[config.mk]
export PLATFORM = sky130hd
export DESIGN_NAME = midi_byte_pacer_fifo
export DESIGN_NICKNAME = d
export VERILOG_FILES = /design/src/mbp_pkg.sv /design/src/mbp_ram.sv /design/src/mbp_cfg.sv /design/src/mbp_ctrl.sv /design/src/midi_byte_pacer_fifo.sv
export SDC_FILE = /design/constraint.sdc
export NUM_CORES = 2
export LEC_CHECK = 0
export BUFFER_PORTS_ARGS = -buffer_cell sky130_fd_sc_hd__buf_2
export CORE_MARGIN = 2
export CORE_UTILIZATION = 40
export DETAILED_ROUTE_END_ITERATION = 8
export PLACE_DENSITY_LB_ADDON = 0.15
export SETUP_SLACK_MARGIN = 0.2
export SLEW_MARGIN = 20
export SYNTH_ARGS = -nofsm -noshare
export SYNTH_HDL_FRONTEND = slang
export SYNTH_SLANG_ARGS = --single-unit
[constraint.sdc]
create_clock -name clk -period 6 [get_ports clk]
set_input_delay 1.2 -clock clk [delete_from_list [all_inputs] [get_ports clk]]
set_output_delay 1.2 -clock clk [all_outputs]
set_load 0.02 [all_outputs]
[src/mbp_pkg.sv]
package mbp_pkg;

  // Default ring size and the reset value of the pacing period.
  localparam int unsigned RING_DEPTH_DEF = 256;
  localparam logic [7:0]  TX_PERIOD_RST  = 8'd16;

  // Configuration port geometry: one 32-bit register at byte address 0.
  localparam int unsigned CFG_ADDR_W = 3;
  localparam int unsigned CFG_DATA_W = 32;
  localparam logic        REG_TX_PERIOD = 1'b0;

  // Stream widths: the port word in, and the packed result fields out.
  localparam int unsigned IN_DATA_W  = 32;
  localparam int unsigned OUT_DATA_W = 16;

  // What the ring control hands to the result stage for one word.
  typedef struct packed {
    logic       send;      // a byte leaves the ring in this frame
    logic       drop;      // the oldest byte was discarded
    logic       bypass;    // the sent byte is the one written in this frame
    logic [7:0] push_byte; // byte written in this frame
  } issue_t;

endpackage

[src/mbp_ram.sv]
module mbp_ram #(
  parameter int unsigned WIDTH = 8,
  parameter int unsigned DEPTH = 256
) (
  input  logic                     clk,
  input  logic                     we,
  input  logic [$clog2(DEPTH)-1:0] waddr,
  input  logic [WIDTH-1:0]         wdata,
  input  logic                     re,
  input  logic [$clog2(DEPTH)-1:0] raddr,
  output logic [WIDTH-1:0]         rdata
);

  logic [WIDTH-1:0] mem [DEPTH];

  // One write port and one registered read port.
  always_ff @(posedge clk) begin
    if (we) begin
      mem[waddr] <= wdata;
    end
    if (re) begin
      rdata <= mem[raddr];
    end
  end

endmodule

[src/mbp_cfg.sv]
module mbp_cfg
  import mbp_pkg::*;
(
  input  logic                  clk,
  input  logic                  rst,
  input  logic                  psel,
  input  logic                  penable,
  input  logic                  pwrite,
  input  logic [CFG_ADDR_W-1:0] paddr,
  input  logic [CFG_DATA_W-1:0] pwdata,
  output logic [CFG_DATA_W-1:0] prdata,
  output logic                  pready,
  output logic [7:0]            tx_period
);

  logic wr_en;

  // The port never inserts wait states.
  assign pready = 1'b1;
  assign wr_en  = psel && penable && pwrite && pready;

  // Period register; writes to other word addresses are ignored.
  always_ff @(posedge clk) begin
    if (rst) begin
      tx_period <= TX_PERIOD_RST;
    end else if (wr_en && (paddr[2] == REG_TX_PERIOD)) begin
      tx_period <= pwdata[7:0];
    end
  end

  // Read back the period; other addresses read as zero.
  always_comb begin
    if (paddr[2] == REG_TX_PERIOD) begin
      prdata = {{(CFG_DATA_W-8){1'b0}}, tx_period};
    end else begin
      prdata = '0;
    end
  end

endmodule

[src/mbp_ctrl.sv]
module mbp_ctrl
  import mbp_pkg::*;
#(
  parameter int unsigned RING_DEPTH = RING_DEPTH_DEF
) (
  input  logic                          clk,
  input  logic                          rst,
  input  logic                          accept,
  input  logic [IN_DATA_W-1:0]          port_word,
  input  logic [7:0]                    tx_period,
  output logic                          ram_we,
  output logic [$clog2(RING_DEPTH)-1:0] ram_waddr,
  output logic [7:0]                    ram_wdata,
  output logic                          ram_re,
  output logic [$clog2(RING_DEPTH)-1:0] ram_raddr,
  output issue_t                        issue
);

  localparam int unsigned PTR_W = $clog2(RING_DEPTH);
  localparam logic [PTR_W-1:0] PTR_LAST = PTR_W'(RING_DEPTH - 1);

  logic [PTR_W-1:0] write_ptr, write_ptr_next;
  logic [PTR_W-1:0] read_ptr, read_ptr_next;
  logic [7:0]       hold_count, hold_count_next;

  logic [7:0]       hold_dec;
  logic             push;
  logic [PTR_W-1:0] wp_inc, rp_inc, rp_after_drop, rp_after_inc;
  logic             drop, send;

  function automatic logic [PTR_W-1:0] ring_next(input logic [PTR_W-1:0] idx);
    ring_next = (idx == PTR_LAST) ? '0 : idx + 1'b1;
  endfunction

  // Count down, push with overwrite of the oldest byte, then send if paced.
  always_comb begin
    hold_dec       = (hold_count != 8'd0) ? hold_count - 8'd1 : hold_count;
    push           = (port_word[31:24] != 8'd0);
    wp_inc         = ring_next(write_ptr);
    write_ptr_next = push ? wp_inc : write_ptr;
    drop           = push && (wp_inc == read_ptr);
    rp_inc         = ring_next(read_ptr);
    rp_after_drop  = drop ? rp_inc : read_ptr;
    send           = (write_ptr_next != rp_after_drop) && (hold_dec == 8'd0);
    rp_after_inc   = ring_next(rp_after_drop);
    read_ptr_next  = send ? rp_after_inc : rp_after_drop;
    hold_count_next = send ? tx_period : hold_dec;
  end

  // Ring memory access for this word.
  assign ram_we    = accept && push;
  assign ram_waddr = write_ptr;
  assign ram_wdata = port_word[7:0];
  assign ram_re    = accept;
  assign ram_raddr = rp_after_drop;

  // The memory reads the old contents on a same-cycle hit, so flag it.
  assign issue.send      = send;
  assign issue.drop      = drop;
  assign issue.bypass    = push && (rp_after_drop == write_ptr);
  assign issue.push_byte = port_word[7:0];

  always_ff @(posedge clk) begin
    if (rst) begin
      write_ptr  <= '0;
      read_ptr   <= '0;
      hold_count <= 8'd0;
    end else if (accept) begin
      write_ptr  <= write_ptr_next;
      read_ptr   <= read_ptr_next;
      hold_count <= hold_count_next;
    end
  end

endmodule

[src/midi_byte_pacer_fifo.sv]
// MIDI byte pacer with a ring buffer that overwrites its oldest byte.
//
// Input stream (s_*): one 32-bit port word per audio frame. A word whose top
// byte is nonzero carries a MIDI byte in its low byte, which is buffered.
// Output stream (m_*): one result word per input word, carrying send_valid,
// the sent byte (zero when nothing is sent) and the overflow drop flag.
// Configuration (APB): tx_period at address 0, the number of frames between
// sent bytes; write it only while no words are in flight.
//
// A word passes the result stage, then the output register. Throughput is
// one word per cycle unless the receiver stalls: pointer and pacing counter
// update on acceptance; the ring memory read registers in the result stage.
// A result stage and an output register are separate, so one more word is
// taken while a result waits; with the receiver stalled, s_tready drops once
// both stages hold data, and the output word holds steady.
// Reset clears the pointers, the pacing counter and the pipeline and sets
// tx_period to 16. The ring memory needs no clearing, since only written
// entries are ever read.
module midi_byte_pacer_fifo
  import mbp_pkg::*;
#(
  parameter int unsigned RING_DEPTH = RING_DEPTH_DEF
) (
  input  logic                  clk,
  input  logic                  rst,
  // tdata: port_word[31:0]
  input  logic                  s_tvalid,
  output logic                  s_tready,
  input  logic [IN_DATA_W-1:0]  s_tdata,
  // tdata: send_valid[0], midi_byte[8:1], overflow_drop[9], zeros[15:10]
  output logic                  m_tvalid,
  input  logic                  m_tready,
  output logic [OUT_DATA_W-1:0] m_tdata,
  input  logic                  psel,
  input  logic                  penable,
  input  logic                  pwrite,
  input  logic [CFG_ADDR_W-1:0] paddr,
  input  logic [CFG_DATA_W-1:0] pwdata,
  output logic [CFG_DATA_W-1:0] prdata,
  output logic                  pready
);

  localparam int unsigned PTR_W = $clog2(RING_DEPTH);

  logic [7:0]       tx_period;
  logic             accept;
  logic             ram_we, ram_re;
  logic [PTR_W-1:0] ram_waddr, ram_raddr;
  logic [7:0]       ram_wdata, ram_rdata;
  issue_t           issue, stage_issue;
  logic             stage_valid, advance;
  logic [7:0]       sent_byte;

  mbp_cfg u_cfg (
    .clk       (clk),
    .rst       (rst),
    .psel      (psel),
    .penable   (penable),
    .pwrite    (pwrite),
    .paddr     (paddr),
    .pwdata    (pwdata),
    .prdata    (prdata),
    .pready    (pready),
    .tx_period (tx_period)
  );

  mbp_ctrl #(.RING_DEPTH(RING_DEPTH)) u_ctrl (
    .clk       (clk),
    .rst       (rst),
    .accept    (accept),
    .port_word (s_tdata),
    .tx_period (tx_period),
    .ram_we    (ram_we),
    .ram_waddr (ram_waddr),
    .ram_wdata (ram_wdata),
    .ram_re    (ram_re),
    .ram_raddr (ram_raddr),
    .issue     (issue)
  );

  mbp_ram #(.WIDTH(8), .DEPTH(RING_DEPTH)) u_ring (
    .clk   (clk),
    .we    (ram_we),
    .waddr (ram_waddr),
    .wdata (ram_wdata),
    .re    (ram_re),
    .raddr (ram_raddr),
    .rdata (ram_rdata)
  );

  // Handshake: the result stage moves on whenever the output register frees.
  assign advance  = stage_valid && (!m_tvalid || m_tready);
  assign s_tready = !stage_valid || advance;
  assign accept   = s_tvalid && s_tready;

  // Result stage: holds the flags while the memory read completes.
  always_ff @(posedge clk) begin
    if (rst) begin
      stage_valid <= 1'b0;
    end else if (accept) begin
      stage_valid <= 1'b1;
    end else if (advance) begin
      stage_valid <= 1'b0;
    end
  end

  always_ff @(posedge clk) begin
    if (accept) begin
      stage_issue <= issue;
    end
  end

  // Pick the sent byte, forwarding a byte written in the same frame.
  always_comb begin
    if (!stage_issue.send) begin
      sent_byte = 8'd0;
    end else if (stage_issue.bypass) begin
      sent_byte = stage_issue.push_byte;
    end else begin
      sent_byte = ram_rdata;
    end
  end

  // Output register.
  always_ff @(posedge clk) begin
    if (rst) begin
      m_tvalid <= 1'b0;
    end else if (advance) begin
      m_tvalid <= 1'b1;
    end else if (m_tready) begin
      m_tvalid <= 1'b0;
    end
  end

  always_ff @(posedge clk) begin
    if (advance) begin
      m_tdata <= {{(OUT_DATA_W-10){1'b0}}, stage_issue.drop, sent_byte, stage_issue.send};
    end
  end

endmodule

==> results.sh <==
export IMPL_synth_common_cells="edfxtp_1 (2077), nand2_1 (878), nor2_1 (379)"
export IMPL_ys_ff_latch=2111
export IMPL_drcViolationCount=0
export IMPL_worstPathCellList="ha_1 -> nand3_2 -> nor3_2 -> nor3_2 -> a2111o_1 -> nor3_4 -> nor2_8 -> buf_12 -> buf_12 -> inv_8 -> buf_12 -> buf_4 -> nand2_1 -> a21oi_1 -> nor4_1 -> o31ai_1 -> a211oi_1 -> o32ai_1"
export IMPL_critPathLaunchType="flop"
export IMPL_die_y_um=469.4
export IMPL_fin_nets=6510
export IMPL_power_density_nw_per_um2=358.6
export IMPL_dp_slack_ns=-0.2199
export IMPL_drt_iter0_drc=7901
export IMPL_gp_congestion=0.9449
export IMPL_synth_cells=5993
export IMPL_hold_path_class="reg2reg"
export IMPL_port_buffers=51
export IMPL_ys_warn_count=0
export IMPL_cts_buffer_depth=3
export IMPL_arrival_ns=6.34
export IMPL_drtAntennaViolNets=0
export IMPL_setup_viol=0
export IMPL_crit_path_top_delay_cell="o31ai_1"
export IMPL_overflow=0
export IMPL_synthTopCellsByArea="edfxtp_1 (72%), nand2_1 (3.8%), mux2i_1 (2.7%)"
export IMPL_placeableCoreArea_um2=215000
export IMPL_worstHoldStart="stage_issue[9]"
export IMPL_max_stage_delay_ns=0.68
export IMPL_vias_per_cell=5.987
export IMPL_worst_pin_slew_ns=1.164
export IMPL_drt_first_pass_iters=7
export IMPL_hold_buffers=0
export IMPL_first_global_vias=53940
export IMPL_dp_hpwl_mm=196.7
export IMPL_relSlewSlack_pct=22.13
export IMPL_clock_sinks=2111
export IMPL_p_leak_uw=0.03347
export IMPL_rows=170
export IMPL_clock_tree_root_cell="clkbuf_16"
export IMPL_path_clk_slew_ns=0.07
export IMPL_grt_pass1_wl_mm=420.7
export IMPL_grt_usage_pct=26.77
export IMPL_period_share_pct=94.76
export IMPL_synth_top_area_cell="edfxtp_1"
export IMPL_rsz0062_at_grt="false"
export IMPL_power_total_uw=36250
export IMPL_synth_top_area_share_pct=71.98
export IMPL_maxCapViolations=0
export IMPL_synth_cell_type_count=99
export IMPL_vias=56560
export IMPL_status="finished clean"
export IMPL_final_setup_skew_ns=0.05112
export IMPL_netlist_area_um2=86650
export IMPL_crit_fanout=36
export IMPL_crit_path_start="u_ctrl.ram_waddr[1]"
export IMPL_drt_wl_total_mm=301.4
export IMPL_finalHoldViolations=0
export IMPL_wl_per_cell_um=31.90
export IMPL_die_area_um2=220400
export IMPL_min_period_ns=5.686
export IMPL_cts_inserted_buffers=216
export IMPL_final_setup_worst_slack_ns=0.3143
export IMPL_ys_seq_area_share_pct=72.76
export IMPL_rr_startpoint="u_ctrl.ram_waddr[1]"
export IMPL_synthArstFlopShare_pct=0
export IMPL_antenna_found_initial=11
export IMPL_peakVddDrop_mv=0.3293
export IMPL_syn_avg_cell_area_um2=14.46
export IMPL_worstSetupPathType="reg2reg"
export IMPL_design_area_um2=101100
export IMPL_area_growth_pct=16.67
export IMPL_cts_tree="built"
export IMPL_worstPathRequired_ns=6.66
export IMPL_synthFlopType="edfxtp_1"
export IMPL_grt_max_degree=162
export IMPL_die_width_um=469.4
export IMPL_synth_most_common_cell="edfxtp_1"
export IMPL_drive_gt1_share_pct=16.93
export IMPL_cts_htree_levels=4
export IMPL_max_freq_mhz=175.9
export IMPL_pin_count=125
export IMPL_crit_top_cell="buf_12"
export IMPL_initial_core_util_pct=40.29
export IMPL_clock_latency_ns=0.88
export IMPL_report_final_slew_viol_count=0
export IMPL_hold_worst_slack_ns=0.4317
export IMPL_place_area_um2=94130
export IMPL_synth_edf_count=2077
export IMPL_crit_path_end_kind="flop"
-- stage by stage --
| step | setup TNS [ns] | utilization [%] | std cells |
|---|---|---|---|
| finish | 0 | 47.01 | 9447 |
| global route | 0 | 47.00 | 9438 |
| CTS | 0 | 46.94 | 9432 |
| detailed placement | -1.039 | 43.77 | 9043 |
| global placement | -0.9156 | 43.77 | 9043 |
| floorplan | 0 | - | 6022 |
-- placed cells by master (no fill, tap or decap), drive strengths merged, types with 53 or more instances in the layout --
cell,count
clkinv,97
nand3,241
a22oi,71
mux4,101
buf,637
mux2i,230
o22ai,53
nor2,382
o21ai,96
nand4,56
a21oi,212
edfxtp,2077
a31oi,130
and3,197
a211oi,261
clkbuf,279
nor3,78
nand2,879
-- final timing paths --
path                                   endpoint  slack (ns)  cells after the start
worst max-delay path            u_ring.rdata[7]        0.31                     18
worst min-delay path                 m_tdata[9]        0.43                      0
worst max register to register  u_ring.rdata[7]        0.31                     18
worst min register to register       m_tdata[9]        0.43                      0
-- metal layers --
| layer | share of wire, % | wire (µm) | vias to the layer above | global-route usage (%) |
|---|---|---|---|---|
| met5 | 0.0070 | 21 | - | 0 |
| met4 | 4.4 | 13250 | 4 | 10.97 |
| met2 | 45 | 135600 | 2899 | 40.81 |
| met3 | 9.1 | 27360 | 550 | 5.360 |
| li1 | - | - | 24090 | - |
| met1 | 42 | 125200 | 29020 | 37.58 |
-- timing repair --
action | 4_1_cts | 5_1_grt
pin swaps | 0 | 2
setup buffers | 0 | 4
setup endpoints to repair | 1 | 8
resized for setup | 1 | 7
-- where the power goes --
group          internal [µW]  leakage, µW  total (µW)  switching (µW)
clock                   7400      0.00330       13200            5760
combinational           2450       0.0112        6770            4310
sequential             16300       0.0190       16300            68.9
-- cell families after synthesis --
group	after synthesis	synth area share (%)
AO/OA/AOI/OAI	1074	8.586
other	2	0.008667
multiplexers	341	5.412
XOR/XNOR	35	0.3696
AND/OR/NAND/NOR	1941	10.06
flip-flops	2111	72.76
buffers and inverters	481	2.686
adder cells (fa/ha/maj)	8	0.1155
-- state kept, by name, summed over array words and instances (netlist names) --
name / flops
u_cfg.tx_period: 8
m_tvalid: 1
u_ring.mem: 2048
m_tdata: 10
u_ring.rdata: 8
stage_valid: 1
u_ctrl.hold_count: 8
u_ctrl.ram_waddr: 8
u_ctrl.read_ptr: 8
stage_issue: 11
-- critical path: cells and delay by family, from the launching register on --
| kind | cells | cell delay, ns |
|---|---|---|
| adder cells (fa/ha/maj) | 1 | 0.37 |
| flip-flops | 1 | 0.49 |
| buffers and inverters | 5 | 1.10 |
| AO/OA/AOI/OAI | 5 | 1.94 |
| AND/OR/NAND/NOR | 7 | 1.46 |
-- layout make-up --
type	instances	area, µm²
Clock inverter	117	1082
Clock buffer	272	5719
Tap cell	2838	3551
Timing Repair Buffer	644	5853
Fill cell	18750	113900
Sequential cell	2111	63050
Multi-Input combinational cell	3430	21700
Antenna cell	10	25.02
Inverter	25	108.9
(Power assumes the default switching activity.)
